### src/gtfp_pkg.sv
`timescale 1ns / 1ps
// ----------------------------------------------------------------------------
// gtfp_pkg
// Shared types and constants of the gyro telemetry frame parser.
// ----------------------------------------------------------------------------
package gtfp_pkg;

	localparam logic [7:0] HDR_TELEM0 = 8'hAA;
	localparam logic [7:0] HDR_TELEM1 = 8'h55;
	localparam logic [7:0] HDR_ACK0   = 8'hA5;
	localparam logic [7:0] HDR_ACK1   = 8'h5B;
	localparam logic [7:0] HDR_SCALE1 = 8'h5C;

	localparam logic [15:0] CRC_INIT = 16'hFFFF;
	localparam logic [15:0] CRC_POLY = 16'hA001;

	localparam logic [23:0] MILLI_LIMIT = 24'd2147483;
	localparam logic [9:0]  MILLI_SCALE = 10'd1000;

	localparam int FIFO_DEPTH = 2;
	localparam int FIFO_AW    = $clog2(FIFO_DEPTH);

	typedef enum logic [2:0] {
		EV_NONE      = 3'd0,
		EV_TELEM_OK  = 3'd1,
		EV_ACK_OK    = 3'd2,
		EV_SCALE_OK  = 3'd3,
		EV_CRC_ERR   = 3'd4,
		EV_FORMAT_ERR = 3'd5,
		EV_HDR_ERR   = 3'd6
	} event_t;

	typedef enum logic [1:0] {
		KIND_NONE = 2'd0,
		KIND_HDR  = 2'd1,
		KIND_DONE = 2'd2
	} kind_t;

	typedef enum logic [1:0] {
		FT_TELEM = 2'd0,
		FT_ACK   = 2'd1,
		FT_SCALE = 2'd2
	} ftype_t;

	// one classified beat, front to back
	typedef struct packed {
		kind_t       kind;
		ftype_t      ftype;
		logic        crc_ok;
		logic        trl_ok;
		logic [15:0] seq;     // telemetry sequence, or ack command/result
		logic [31:0] angle_raw;
		logic [31:0] rate_raw;
	} job_t;

	function automatic logic [15:0] crc_byte(input logic [15:0] c_in, input logic [7:0] b);
		logic [15:0] c;
		c = c_in ^ {8'h00, b};
		for (int i = 0; i < 8; i++) begin
			if (c[0]) c = (c >> 1) ^ CRC_POLY;
			else c = c >> 1;
		end
		return c;
	endfunction

endpackage

### src/gtfp_front.sv
`timescale 1ns / 1ps
// ----------------------------------------------------------------------------
// gtfp_front
// Byte framing: header hunt, running crc and field capture; one job per beat.
// ----------------------------------------------------------------------------
module gtfp_front (
	input  logic          clk,
	input  logic          arst_n,
	input  logic          take,
	input  logic [7:0]    rx_byte,
	output gtfp_pkg::job_t job
);

	logic [4:0]  pos_q;
	logic        is_aa_q;
	gtfp_pkg::ftype_t ftype_q;
	logic [15:0] crc_q;
	logic [7:0]  crc_lo_q, crc_hi_q;
	logic        trl_ok_q;
	logic [15:0] seq_q;
	logic [31:0] angle_q, rate_q;

	logic [4:0] crc_end, last_pos;
	logic       is_start;

	assign is_start = (rx_byte == gtfp_pkg::HDR_TELEM0) || (rx_byte == gtfp_pkg::HDR_ACK0);

	always_comb begin
		case (ftype_q)
			gtfp_pkg::FT_TELEM: begin crc_end = 5'd11; last_pos = 5'd15; end
			gtfp_pkg::FT_ACK:   begin crc_end = 5'd4;  last_pos = 5'd7;  end
			gtfp_pkg::FT_SCALE: begin crc_end = 5'd8;  last_pos = 5'd11; end
			default:            begin crc_end = 5'd4;  last_pos = 5'd7;  end
		endcase
	end

	always_comb begin
		logic trl_now;
		job = '0;
		job.kind      = gtfp_pkg::KIND_NONE;
		job.ftype     = ftype_q;
		job.seq       = seq_q;
		job.angle_raw = angle_q;
		job.rate_raw  = rate_q;
		job.crc_ok    = (crc_q == {crc_hi_q, crc_lo_q});
		case (ftype_q)
			gtfp_pkg::FT_TELEM: trl_now = (rx_byte == gtfp_pkg::HDR_TELEM0);
			gtfp_pkg::FT_ACK:   trl_now = (rx_byte == gtfp_pkg::HDR_ACK1);
			gtfp_pkg::FT_SCALE: trl_now = (rx_byte == gtfp_pkg::HDR_SCALE1);
			default:            trl_now = 1'b0;
		endcase
		job.trl_ok = trl_ok_q & trl_now;
		if (pos_q == 5'd1) begin
			if (!((is_aa_q && rx_byte == gtfp_pkg::HDR_TELEM1) ||
			      (!is_aa_q && rx_byte == gtfp_pkg::HDR_ACK1) ||
			      (!is_aa_q && rx_byte == gtfp_pkg::HDR_SCALE1)))
				job.kind = gtfp_pkg::KIND_HDR;
		end else if (pos_q >= 5'd2 && pos_q == last_pos) begin
			job.kind = gtfp_pkg::KIND_DONE;
		end
	end

	always_ff @(posedge clk or negedge arst_n) begin
		if (!arst_n) begin
			pos_q   <= '0;
			is_aa_q <= 1'b0;
			ftype_q <= gtfp_pkg::FT_TELEM;
		end else if (take) begin
			if (pos_q == 5'd0) begin
				pos_q   <= is_start ? 5'd1 : 5'd0;
				is_aa_q <= (rx_byte == gtfp_pkg::HDR_TELEM0);
			end else if (pos_q == 5'd1) begin
				if (is_aa_q && rx_byte == gtfp_pkg::HDR_TELEM1) begin
					ftype_q <= gtfp_pkg::FT_TELEM;
					pos_q   <= 5'd2;
				end else if (!is_aa_q && rx_byte == gtfp_pkg::HDR_ACK1) begin
					ftype_q <= gtfp_pkg::FT_ACK;
					pos_q   <= 5'd2;
				end else if (!is_aa_q && rx_byte == gtfp_pkg::HDR_SCALE1) begin
					ftype_q <= gtfp_pkg::FT_SCALE;
					pos_q   <= 5'd2;
				end else begin
					// resync on the bad second byte
					pos_q   <= is_start ? 5'd1 : 5'd0;
					is_aa_q <= (rx_byte == gtfp_pkg::HDR_TELEM0);
				end
			end else if (pos_q == last_pos) begin
				pos_q <= 5'd0;
			end else begin
				pos_q <= pos_q + 5'd1;
			end
		end
	end

	// payload-side registers, no reset needed
	always_ff @(posedge clk) begin
		if (take) begin
			if (pos_q == 5'd1) begin
				crc_q    <= gtfp_pkg::CRC_INIT;
				trl_ok_q <= 1'b1;
			end else if (pos_q >= 5'd2) begin
				if (pos_q <= crc_end) crc_q <= gtfp_pkg::crc_byte(crc_q, rx_byte);
				if (pos_q == crc_end + 5'd1) crc_lo_q <= rx_byte;
				if (pos_q == crc_end + 5'd2) crc_hi_q <= rx_byte;
				if (ftype_q == gtfp_pkg::FT_TELEM && pos_q == 5'd14)
					trl_ok_q <= (rx_byte == gtfp_pkg::HDR_TELEM1);
				case (pos_q)
					5'd2:  seq_q[7:0]     <= rx_byte;
					5'd3:  seq_q[15:8]    <= rx_byte;
					5'd4:  angle_q[7:0]   <= rx_byte;
					5'd5:  angle_q[15:8]  <= rx_byte;
					5'd6:  angle_q[23:16] <= rx_byte;
					5'd7:  angle_q[31:24] <= rx_byte;
					5'd8:  rate_q[7:0]    <= rx_byte;
					5'd9:  rate_q[15:8]   <= rx_byte;
					5'd10: rate_q[23:16]  <= rx_byte;
					5'd11: rate_q[31:24]  <= rx_byte;
					default: ;
				endcase
			end
		end
	end

endmodule

### src/gtfp_fifo.sv
`timescale 1ns / 1ps
// ----------------------------------------------------------------------------
// gtfp_fifo
// Short job queue between the front and the back.
// ----------------------------------------------------------------------------
module gtfp_fifo (
	input  logic           clk,
	input  logic           arst_n,
	input  logic           push,
	input  gtfp_pkg::job_t push_job,
	output logic           full,
	input  logic           pop,
	output logic           not_empty,
	output gtfp_pkg::job_t pop_job
);

	gtfp_pkg::job_t entry_q [gtfp_pkg::FIFO_DEPTH];
	logic [gtfp_pkg::FIFO_AW-1:0] wr_q, rd_q;
	logic [gtfp_pkg::FIFO_AW:0]   cnt_q;

	assign full      = (cnt_q == (gtfp_pkg::FIFO_AW+1)'(gtfp_pkg::FIFO_DEPTH));
	assign not_empty = (cnt_q != '0);
	assign pop_job   = entry_q[rd_q];

	always_ff @(posedge clk or negedge arst_n) begin
		if (!arst_n) begin
			wr_q  <= '0;
			rd_q  <= '0;
			cnt_q <= '0;
		end else begin
			if (push) wr_q <= (wr_q == (gtfp_pkg::FIFO_AW)'(gtfp_pkg::FIFO_DEPTH-1)) ? '0 : wr_q + 1'b1;
			if (pop)  rd_q <= (rd_q == (gtfp_pkg::FIFO_AW)'(gtfp_pkg::FIFO_DEPTH-1)) ? '0 : rd_q + 1'b1;
			if (push && !pop) cnt_q <= cnt_q + 1'b1;
			else if (pop && !push) cnt_q <= cnt_q - 1'b1;
		end
	end

	always_ff @(posedge clk) begin
		if (push) entry_q[wr_q] <= push_job;
	end

endmodule

### src/gtfp_back.sv
`timescale 1ns / 1ps
// ----------------------------------------------------------------------------
// gtfp_back
// Frame checks, float to milli conversion, held values and counters.
// ----------------------------------------------------------------------------
module gtfp_back (
	input  logic           clk,
	input  logic           arst_n,
	input  logic           job_valid,
	input  gtfp_pkg::job_t job_in,
	output logic           job_pop,
	output logic           out_valid,
	input  logic           out_ready,
	output logic [2:0]     event_res,
	output logic [15:0]    sequence_res,
	output logic signed [31:0] angle_milli,
	output logic signed [31:0] rate_milli,
	output logic [7:0]     ack_command,
	output logic [7:0]     ack_result,
	output logic [15:0]    dropped_now,
	output logic [31:0]    valid_count,
	output logic [31:0]    crc_error_count,
	output logic [31:0]    format_error_count,
	output logic [31:0]    drop_total,
	output logic [31:0]    ack_count
);

	typedef struct packed {
		logic        bad;
		logic        neg;
		logic        zero;
		logic [5:0]  sh;
		logic [33:0] prod;
	} conv_t;

	function automatic conv_t conv_a(input logic [31:0] raw);
		conv_t       c;
		logic [7:0]  ef;
		logic [23:0] m, q, rem;
		logic [7:0]  s;
		ef = raw[30:23];
		m  = (ef == 8'd0) ? {1'b0, raw[22:0]} : {1'b1, raw[22:0]};
		s  = (ef == 8'd0) ? 8'd149 : 8'd150 - ef;
		q   = m >> s;
		rem = m & ~(24'hFFFFFF << s);
		c.neg  = raw[31];
		c.zero = (s > 8'd35);
		c.sh   = s[5:0];
		c.prod = 34'(m) * 34'(gtfp_pkg::MILLI_SCALE);
		c.bad  = (ef == 8'hFF) || (ef >= 8'd149) ||
		         (!c.zero && (q > gtfp_pkg::MILLI_LIMIT ||
		                      (q == gtfp_pkg::MILLI_LIMIT && rem != '0)));
		return c;
	endfunction

	function automatic logic [31:0] conv_b(input conv_t c);
		logic [36:0] sum;
		logic [31:0] r;
		sum = (37'(c.prod) + (37'd1 << (c.sh - 6'd1))) >> c.sh;
		r   = c.zero ? 32'd0 : sum[31:0];
		return c.neg ? (32'd0 - r) : r;
	endfunction

	// stage 1: multiply and range checks
	logic           valid_s1;
	gtfp_pkg::job_t job_s1;
	conv_t          ca_s1, cg_s1;
	logic           adv;

	assign adv     = valid_s1 && (!out_valid || out_ready);
	assign job_pop = job_valid && (!valid_s1 || adv);

	always_ff @(posedge clk or negedge arst_n) begin
		if (!arst_n) valid_s1 <= 1'b0;
		else if (!valid_s1 || adv) valid_s1 <= job_valid;
	end

	always_ff @(posedge clk) begin
		if (job_pop) begin
			job_s1 <= job_in;
			ca_s1  <= conv_a(job_in.angle_raw);
			cg_s1  <= conv_a(job_in.rate_raw);
		end
	end

	// stage 2: frame verdict and state update
	logic        seen_q;
	logic [15:0] gap;
	logic [2:0]  ev;
	always_comb begin
		gap = job_s1.seq - sequence_res - 16'd1;
		ev  = gtfp_pkg::EV_NONE;
		case (job_s1.kind)
			gtfp_pkg::KIND_HDR: ev = gtfp_pkg::EV_HDR_ERR;
			gtfp_pkg::KIND_DONE: begin
				case (job_s1.ftype)
					gtfp_pkg::FT_TELEM:
						if (!job_s1.crc_ok) ev = gtfp_pkg::EV_CRC_ERR;
						else if (!job_s1.trl_ok || ca_s1.bad || cg_s1.bad)
							ev = gtfp_pkg::EV_FORMAT_ERR;
						else ev = gtfp_pkg::EV_TELEM_OK;
					gtfp_pkg::FT_ACK:
						if (!job_s1.crc_ok) ev = gtfp_pkg::EV_CRC_ERR;
						else if (!job_s1.trl_ok) ev = gtfp_pkg::EV_FORMAT_ERR;
						else ev = gtfp_pkg::EV_ACK_OK;
					gtfp_pkg::FT_SCALE:
						ev = (job_s1.crc_ok && job_s1.trl_ok) ? gtfp_pkg::EV_SCALE_OK
						                                      : gtfp_pkg::EV_CRC_ERR;
					default: ev = gtfp_pkg::EV_FORMAT_ERR;
				endcase
			end
			default: ev = gtfp_pkg::EV_NONE;
		endcase
	end

	always_ff @(posedge clk or negedge arst_n) begin
		if (!arst_n) begin
			out_valid          <= 1'b0;
			event_res          <= gtfp_pkg::EV_NONE;
			dropped_now        <= '0;
			seen_q             <= 1'b0;
			sequence_res       <= '0;
			angle_milli        <= '0;
			rate_milli         <= '0;
			ack_command        <= '0;
			ack_result         <= '0;
			valid_count        <= '0;
			crc_error_count    <= '0;
			format_error_count <= '0;
			drop_total         <= '0;
			ack_count          <= '0;
		end else begin
			if (out_valid && out_ready) out_valid <= 1'b0;
			if (adv) begin
				out_valid   <= 1'b1;
				event_res   <= ev;
				dropped_now <= '0;
				case (ev)
					gtfp_pkg::EV_TELEM_OK: begin
						if (seen_q) begin
							dropped_now <= gap;
							drop_total  <= drop_total + 32'(gap);
						end
						seen_q       <= 1'b1;
						sequence_res <= job_s1.seq;
						angle_milli  <= conv_b(ca_s1);
						rate_milli   <= conv_b(cg_s1);
						valid_count  <= valid_count + 32'd1;
					end
					gtfp_pkg::EV_ACK_OK: begin
						ack_command <= job_s1.seq[7:0];
						ack_result  <= job_s1.seq[15:8];
						ack_count   <= ack_count + 32'd1;
						valid_count <= valid_count + 32'd1;
					end
					gtfp_pkg::EV_SCALE_OK: valid_count <= valid_count + 32'd1;
					gtfp_pkg::EV_CRC_ERR: crc_error_count <= crc_error_count + 32'd1;
					gtfp_pkg::EV_FORMAT_ERR, gtfp_pkg::EV_HDR_ERR:
						format_error_count <= format_error_count + 32'd1;
					default: ;
				endcase
			end
		end
	end

endmodule

### src/gyro_telemetry_frame_parser_top.sv
`timescale 1ns / 1ps
// ----------------------------------------------------------------------------
// gyro_telemetry_frame_parser_top
// Serial frame parser with crc16 check and float to milli conversion.
// ----------------------------------------------------------------------------
// channel | direction | handshake            | payload
// input   | in        | in_valid / in_ready   | rx_byte
// result  | out       | out_valid / out_ready | event_res .. ack_count
//
// one byte a cycle sustained while out_ready holds; a taken byte passes the queue,
// the multiply stage and the update stage before its result beat shows
// path: combinational front -> two-entry queue -> multiply stage -> update stage
// reset clears framing, held values and counters at once
// a stalled output backs up the queue, then in_ready drops
// ----------------------------------------------------------------------------
module gyro_telemetry_frame_parser_top (
	input  logic        clk,
	input  logic        arst_n,
	input  logic        in_valid,
	output logic        in_ready,
	input  logic [7:0]  rx_byte,
	output logic        out_valid,
	input  logic        out_ready,
	output logic [2:0]  event_res,
	output logic [15:0] sequence_res,
	output logic signed [31:0] angle_milli,
	output logic signed [31:0] rate_milli,
	output logic [7:0]  ack_command,
	output logic [7:0]  ack_result,
	output logic [15:0] dropped_now,
	output logic [31:0] valid_count,
	output logic [31:0] crc_error_count,
	output logic [31:0] format_error_count,
	output logic [31:0] drop_total,
	output logic [31:0] ack_count
);

	gtfp_pkg::job_t fr_job, q_job;
	logic full, not_empty, pop, take;

	assign in_ready = !full;
	assign take     = in_valid && in_ready;

	gtfp_front u_front (
		.clk(clk), .arst_n(arst_n), .take(take), .rx_byte(rx_byte), .job(fr_job)
	);

	gtfp_fifo u_fifo (
		.clk(clk), .arst_n(arst_n), .push(take), .push_job(fr_job), .full(full),
		.pop(pop), .not_empty(not_empty), .pop_job(q_job)
	);

	gtfp_back u_back (
		.clk(clk), .arst_n(arst_n), .job_valid(not_empty), .job_in(q_job), .job_pop(pop),
		.out_valid(out_valid), .out_ready(out_ready), .event_res(event_res),
		.sequence_res(sequence_res), .angle_milli(angle_milli), .rate_milli(rate_milli),
		.ack_command(ack_command), .ack_result(ack_result), .dropped_now(dropped_now),
		.valid_count(valid_count), .crc_error_count(crc_error_count),
		.format_error_count(format_error_count), .drop_total(drop_total),
		.ack_count(ack_count)
	);

endmodule

### config.mk
export PLATFORM = sky130hd
export DESIGN_NAME = gyro_telemetry_frame_parser_top
export DESIGN_NICKNAME = d
export VERILOG_FILES = /design/src/gtfp_pkg.sv /design/src/gtfp_front.sv /design/src/gtfp_fifo.sv /design/src/gtfp_back.sv /design/src/gyro_telemetry_frame_parser_top.sv
export SDC_FILE = /design/constraint.sdc
export NUM_CORES = 2
export LEC_CHECK = 0
export BUFFER_PORTS_ARGS = -buffer_cell sky130_fd_sc_hd__clkbuf_2
export CORE_MARGIN = 4
export CORE_UTILIZATION = 65
export DETAILED_ROUTE_END_ITERATION = 8
export PLACE_DENSITY = 0.84
export SETUP_SLACK_MARGIN = 0.02
export SLEW_MARGIN = 10
export SYNTH_ARGS = -nofsm -noshare
export SYNTH_HDL_FRONTEND = slang
export SYNTH_HIERARCHICAL = 1
export SYNTH_SLANG_ARGS = --single-unit
### constraint.sdc
create_clock -name clk -period 22.6 [get_ports clk]
set_input_delay 1.13 -clock clk [delete_from_list [all_inputs] [get_ports clk]]
set_output_delay 1.13 -clock clk [all_outputs]
set_load 0.03 [all_outputs]
Word-level counts from Yosys, hierarchy flattened
Memory sizes are Yosys's and may differ from the RTL's.
Index checks and enable logic that the tools add are counted.
Widths: inputs -> output; s select.
{ "totals": {"regBits": 505, "ram_bits": 172, "wordCells": 311, "output_inout_bits": 277, "mem_count": 1} }
{ "op_classes": {"bitwise_logic": 16, "order_cmp": 8, "n_shift": 8, "muxes": 86, "eq_ne": 41, "addsub": 22, "n_reduce_logical": 77, "n_mul": 2} }
{ "memory_table": {"columns": ["memory", "words", "width", "read_ports", "rd_clocked_by_memory_dff", "wr", "line", "text"], "rows": [
  ["u_fifo.entry_q", 2, 86, 1, 0, 1, "gtfp_fifo.sv:17", "gtfp_pkg::job_t entry_q [gtfp_pkg::FIFO_DEPTH];"]
]} }
{ "ops": {"columns": ["operator", "count"], "rows": [
  ["$mux 16", 40],
  ["$add 32x1->32 const B", 4],
  ["$mux 32", 4],
  ["$add 34x37->37", 2],
  ["$shl 1x6->37 const A", 2],
  ["$shr 37x6->32", 2],
  ["$sub 1x32->32 const A", 2],
  ["$mul 24x7->31 const B", 2],
  ["$reduce_and 4->1", 13],
  ["$and 24x24->24", 2],
  ["$eq 24x22->1 const B", 2],
  ["$gt 24x22->1 const B", 2],
  ["$mux 24", 2],
  ["$not 24->24", 2],
  ["$reduce_bool 24->1", 2],
  ["$shl 24x8->24 const A", 2],
  ["$shr 24x8->24", 2],
  ["$add 32x16->32", 1],
  ["$eq 8x8->1 const B", 4],
  ["$mux 5", 6],
  ["$eq 5x4->1 const B", 5],
  ["$eq 8x7->1 const B", 3],
  ["$not 2->3", 8],
  ["$eq 5x3->1 const B", 4],
  ["48 further kinds", 142]
]} }

Longest topological paths before layout
{ "logic_depth": {"word_depth": 47, "ltp_mapped": 28, "mapped_depth_nobuf": 26} }

Hierarchy
The synthesis kept the hierarchy.
{ "by_module_without_submodules": {"columns": ["mod", "seq_area_each_um2", "area_per_inst_um2", "cells_each", "n_inst"], "rows": [
  ["gtfp_back", 10019.6, 36471.2, 4179, 1],
  ["gtfp_fifo", 5265.0, 6516.2, 284, 1],
  ["gtfp_front", 3593.4, 4824.6, 297, 1],
  ["gyro_telemetry_frame_parser_top", 0.0, 10.0, 2, 1]
]} }

Worst setup path before layout
No wires, ideal clock.
{ "synth_path": {"path_type": "input -> register", "start": "in out_ready", "end": "reg u_fifo/cnt_q[1] (netlist bit)", "n_path_buf": 0, "required_ns": 22.521, "arrival_ns": 9.858, "stages": 7, "setup_time_ns": 0.079, "setup_slack_ns": 12.662, "cell_sequence": "nor2b_1 a21boi_0 inv_1 ha_1 xor2_1 nor2_1 xor2_1"} }
{ "synth_between": {"elab_chain_cells": 7, "word_cells_on_any_way": 9, "cone_classes": "mux (1); reduce/logical (8)"} }
{ "synth_rtl": {"columns": ["element", "line", "text"], "rows": [
  ["start, declared", "gyro_telemetry_frame_parser_top.sv:23", "input logic out_ready,"],
  ["$logic_or 1x1->1 (*)", "gtfp_back.sv:70", "assign adv = valid_s1 && (!out_valid || out_ready);"],
  ["$logic_and 1x1->1 (*)", "gtfp_back.sv:70", null],
  ["$logic_or 1x1->1 (*)", "gtfp_back.sv:71", "assign job_pop = job_valid && (!valid_s1 || adv);"],
  ["$logic_and 1x1->1 (*)", "gtfp_back.sv:71", null],
  ["via pop", "gyro_telemetry_frame_parser_top.sv:39", "logic full, not_empty, pop, take;"],
  ["$logic_not 1->1", "gtfp_fifo.sv:33", "if (push && !pop) cnt_q <= cnt_q + 1'b1;"],
  ["$logic_and 1x1->1", "gtfp_fifo.sv:33", null],
  ["$mux 2 / $reduce_bool 2->1 (equally long branches)", null, null],
  ["end signal, assigned", "gtfp_fifo.sv:33", null],
  ["end signal, assigned", "gtfp_fifo.sv:34", "else if (pop && !push) cnt_q <= cnt_q - 1'b1;"],
  ["end, declared", "gtfp_fifo.sv:19", "logic [gtfp_pkg::FIFO_AW:0] cnt_q;"]
]} }
Mark *: on every way through the listed nets, which the timed path passes. The rest lies on a longest branch.
A chain may end at the register's enable or synchronous reset.

Final worst setup path
{ "layout_path": {"start": "reg u_back/ca_s1[36] (netlist bit)", "end": "reg u_back.angle_milli[27]"} }
{ "layout_between": {"elab_chain_cells": 7} }
{ "layout_rtl": {"columns": ["element", "line", "text"], "rows": [
  ["start, declared", "gtfp_back.sv:67", "conv_t ca_s1, cg_s1;"],
  ["start signal, assigned", "gtfp_back.sv:81", "ca_s1 <= conv_a(job_in.angle_raw);"],
  ["$sub 6x1->6", "gtfp_back.sv:59", "sum = (37'(c.prod) + (37'd1 << (c.sh - 6'd1))) >> c.sh;"],
  ["$shl 1x6->37", "gtfp_back.sv:59", null],
  ["$add 34x37->37", "gtfp_back.sv:59", null],
  ["$shr 37x6->32 (*)", "gtfp_back.sv:59", null],
  ["$mux 32 (*)", "gtfp_back.sv:60", "r = c.zero ? 32'd0 : sum[31:0];"],
  ["$sub 1x32->32", "gtfp_back.sv:61", "return c.neg ? (32'd0 - r) : r;"],
  ["$mux 32 (*)", "gtfp_back.sv:61", null],
  ["end signal, assigned", "gtfp_back.sv:146", "angle_milli <= conv_b(ca_s1);"],
  ["end, declared", "gtfp_back.sv:16", "output logic signed [31:0] angle_milli,"]
]} }
Every way passes the cells marked *; elsewhere a longest branch is shown, timed or not.

==> summary by stage <==
Worst hold path
In this run the most critical hold path is launched from u_front/angle_q[29]. Along the worst hold path, the cell count comes to 0. The tightest min-delay check is of the reg -> reg type. The capture endpoint of the worst hold path is u_fifo/entry_q[1][61].

Timing
For the pin with the worst max-slew slack, the measured transition is 1080 ps. The sum of negative setup slack is 0 ps. The time the final worst path needs with I/O delays and setup is between 7000 and 8000 ps.

Setup repair after global routing left no endpoint under its margin. The hold violation total from the final report is 0. The maximum frequency from static timing analysis is 126 MHz. Setup violations remaining at the end of the flow were counted as 0.

The clock arrives with roughly 67 ps of skew. The count of final max-slew check failures is 0. The share of the cycle needed by the critical path after routing is 0.351. The worst pin sits at a relative slew slack of 0.277. The final-layout worst hold slack is 407 ps.

Synth
The number of warnings issued by yosys is 6. In the synthesized netlist the dominant register cell turns out to be sky130_fd_sc_hd__edfxtp_1. The fraction of registers with async set/reset is 0.428. The average cell area after synthesis is between 10 and 15 sq um.

Synthesis produced a netlist with a net count of roughly 5200. The number of synthesized flops with an enable pin is 387. Synthesis produced a netlist whose cell count is 4762.

The count of distinct cell types in the synthesized netlist is ~120. The area of the mapped netlist is around 48000 sq um. In this run, synthesis produced a sequential element count of 677. Of the synthesized area, sequential elements account for 0.395.

Layout
The layout overhead on the synthesized area is 10.1%. In the final layout, the share of cells above drive strength 1 is 0.135. The number of inserted filler cells in the final layout is 5078.

After the last flow step, the layout net total stands at ~5400. The finished cells cover 52700 sq um. Summing all flip-flop and latch instances after layout gives around 19000 sq um. The antenna cell count is 0. Summing all multi-input logic gate instances after layout gives around 27000 sq um.

Job
Max-cap violations in this run came to 0.

Floorplan
The area of the die is between 70000 and 80000 sq um. 289 I/O pins were placed. The y dimension of the die is 279 um.

The floorplan core area is around 73000 sq um. Measured along the x axis, the die boundary spans roughly 280 um. For this configuration, the core starts out at a cell density of 0.655. After floorplanning, the core was divided into 99 placement rows.

Clocking
The clock tree buffer depth is 3. The H-tree generated during clock tree synthesis spans 3 levels. The clock net in this run drives a total of roughly 680 sinks. The number of cells upsized or downsized after cts is 0. The root buffer cell chosen for the clock tree is sky130_fd_sc_hd__clkbuf_16.

Clock latency on the worst-skew pair, taken at its later pin, is about 660 ps. The CTS buffer count is between 70 and 80. Clock-pin slew was measured on the worst setup and hold paths at 60 ps. TritonCTS built the clock tree. The post-CTS setup-driven buffer insertion count is 0. The number of buffers inserted for hold repair after clock tree synthesis is 0.

Setup path
The worst register-to-register path has a depth of 25. Data arrives at the worst endpoint at around 8400 ps. The critical path buffer and inverter count is 4.

The largest individual stage delay along the critical path comes from the cell sky130_fd_sc_hd__o41ai_1. The kind of start point of the critical path is a flop. Across all register-to-register paths, the minimum setup slack is roughly 15000 ps.

Broken down by cell family, the worst path's largest delay share belongs to compound AO/OA/AOI/OAI gates. The largest single stage delay on the critical path is slightly below 800 ps. The data required time of the critical path is between 20000 and 25000 ps. The kind of critical path is reg -> reg. Of all nets on the critical path, the largest fanout is 50. In this run the critical register-to-register path is captured at u_back/angle_milli[27]. The startpoint of the worst register-to-register path is u_back/ca_s1[36].

The critical path capture point type is a flop.

Place
The half-perimeter wire length after detailed placement is about 96 mm. The congestion estimate from routability-driven global placement came to 1.02. The count of buffers from port buffering is 288. In this run the cell area measured after placement is 50100 sq um.

Routing
The total iterations of the first detailed-routing run is 7. For this run, design rule violations remaining after detail routing come to 0. After detailed routing, the average wire length per cell comes to between 20 and 25 um.

After detailed routing, the number of vias per cell comes to about 6.6. In this run the remaining antenna-violating nets after routing total 0. The post-detailed-routing wire length is around 130 mm. The routed layout has ~40000 vias.

The first routing iteration left 4629 violations.

Global route
The first global-routing pass estimated roughly 210 mm of wire. The number of antenna violations at the first check in global routing is 1. The number of global-route vias before repair is roughly 39000. The combined global-route utilization of all metal layers is 0.334. Global routing finished with a remaining overflow of 0. The maximum number of pins on one net before global-route repair is 146.

Status
The run finished with clean final reports.
stage by stage:
step                setup WS (ps)  cells   util
floorplan                   12660   4762      -
global placement            15090   5865  0.686
detailed placement          14930   5865  0.686
CTS                         14890   6002  0.722
global route                14250   6002  0.722
finish                      14680   6002  0.722
Yosys cell counts, types with 16 or more instances:
cell / number / share of area
sky130_fd_sc_hd__o21ai_0: 278 / 0.029
sky130_fd_sc_hd__inv_1: 182 / 0.014
sky130_fd_sc_hd__o22ai_1: 16 / 0.0021
sky130_fd_sc_hd__edfxtp_1: 387 / 0.24
sky130_fd_sc_hd__nand4_1: 68 / 0.0089
sky130_fd_sc_hd__a21oi_1: 249 / 0.026
sky130_fd_sc_hd__o21ai_1: 20 / 0.0021
sky130_fd_sc_hd__a211oi_1: 52 / 0.0082
sky130_fd_sc_hd__o31ai_1: 41 / 0.0064
sky130_fd_sc_hd__o21a_1: 40 / 0.0063
sky130_fd_sc_hd__mux2i_1: 95 / 0.020
sky130_fd_sc_hd__nand2_1: 558 / 0.044
sky130_fd_sc_hd__nor2_1: 348 / 0.027
sky130_fd_sc_hd__buf_2: 29 / 0.0030
sky130_fd_sc_hd__a22o_1: 21 / 0.0038
sky130_fd_sc_hd__buf_1: 21 / 0.0016
sky130_fd_sc_hd__dfrtp_1: 290 / 0.15
sky130_fd_sc_hd__mux2_4: 30 / 0.0094
sky130_fd_sc_hd__a31oi_1: 32 / 0.0042
sky130_fd_sc_hd__xnor2_1: 245 / 0.045
sky130_fd_sc_hd__nor3_1: 103 / 0.011
sky130_fd_sc_hd__clkbuf_1: 132 / 0.010
sky130_fd_sc_hd__or2_2: 25 / 0.0033
sky130_fd_sc_hd__nand2b_1: 55 / 0.0072
sky130_fd_sc_hd__nor2b_1: 30 / 0.0039
sky130_fd_sc_hd__and4_1: 19 / 0.0035
sky130_fd_sc_hd__nand3_1: 164 / 0.017
sky130_fd_sc_hd__o211ai_1: 47 / 0.0074
sky130_fd_sc_hd__xor2_1: 105 / 0.019
sky130_fd_sc_hd__o21bai_1: 23 / 0.0036
sky130_fd_sc_hd__a21o_1: 53 / 0.0083
sky130_fd_sc_hd__and3_1: 60 / 0.0078
sky130_fd_sc_hd__nor4_1: 34 / 0.0044
sky130_fd_sc_hd__or3_1: 26 / 0.0034
sky130_fd_sc_hd__mux2_2: 81 / 0.019
sky130_fd_sc_hd__o2111ai_1: 16 / 0.0029
sky130_fd_sc_hd__and2_1: 27 / 0.0035
sky130_fd_sc_hd__ha_1: 255 / 0.067
sky130_fd_sc_hd__fa_1: 176 / 0.074
sky130_fd_sc_hd__a211o_1: 17 / 0.0031
layout by cell type, fill, tap and decap left out, drive strengths merged, types with 106 or more instances in the layout:
master	netlist	routed
mux2	111	111
nand2	559	559
ha	255	255
o21ai	298	298
fa	176	176
nand3	164	164
edfxtp	387	387
xnor2	247	247
nor2	350	350
xor2	106	106
inv	184	189
dfrtp	290	290
a21oi	254	254
clkbuf	132	379
per-layer routing:
| metal | vias up | share of wire | GRT usage |
|---|---|---|---|
| met3 | 473 | 0.084 | 0.0528 |
| met5 | - | 0.000060 | 0 |
| met1 | 19200 | 0.39 | 0.446 |
| li1 | 17800 | - | - |
| met4 | 2 | 0.050 | 0.154 |
| met2 | 2219 | 0.47 | 0.544 |
how the worst max path moves through the flow:
| stage | start | to | slack [ps] | cells after the start |
|---|---|---|---|---|
| after floorplan | out_ready | u_fifo/cnt_q[1] | 12660 | 7 |
| after global placement | u_back/ca_s1[36] | u_back/angle_milli[31] | 15090 | 25 |
| after detailed placement | u_back/ca_s1[36] | u_back/angle_milli[31] | 14930 | 25 |
| after CTS | u_back/ca_s1[36] | u_back/angle_milli[27] | 14890 | 25 |
| after global routing | u_back/ca_s1[36] | u_back/angle_milli[30] | 14250 | 27 |
| final | u_back/ca_s1[36] | u_back/angle_milli[27] | 14680 | 25 |
sequential cells by signal (all words and copies together), names as in the netlist, 5 cells and up:
register and count:
u_back/angle_milli 32, u_front/seq_q 16, u_front/rate_q 32, u_back/format_error_count 32, u_back/rate_milli 32, u_back/ca_s1 40, u_front/angle_q 32, u_front/pos_q 5
u_back/valid_count 32, u_back/crc_error_count 32, u_front/crc_hi_q 8, u_front/crc_q 16, u_back/cg_s1 40, u_back/job_s1 22, u_front/crc_lo_q 8, u_back/sequence_res 16
u_fifo/entry_q 172, u_back/ack_command 8, u_back/drop_total 32, u_back/ack_result 8, u_back/ack_count 32, u_back/dropped_now 16
layout make-up:
type	count	area share
Inverter	188	0.0134
Sequential cell	677	0.359
Clock inverter	45	0.0103
Multi-Input combinational cell	3704	0.522
Timing Repair Buffer	337	0.0348
Clock buffer	92	0.0385
Tap cell	959	0.0228
cell families after synthesis:
logic type,share of synthesized area
mux,0.0536
xor+xnor,0.0656
flops,0.395
buf+inv,0.0320
compound gates,0.156
fa+ha+maj,0.141
simple gates,0.157
Power is left out: the tool's default activity adds up to more than one toggle a clock period on the data nets, which glitch-free logic cannot reach.
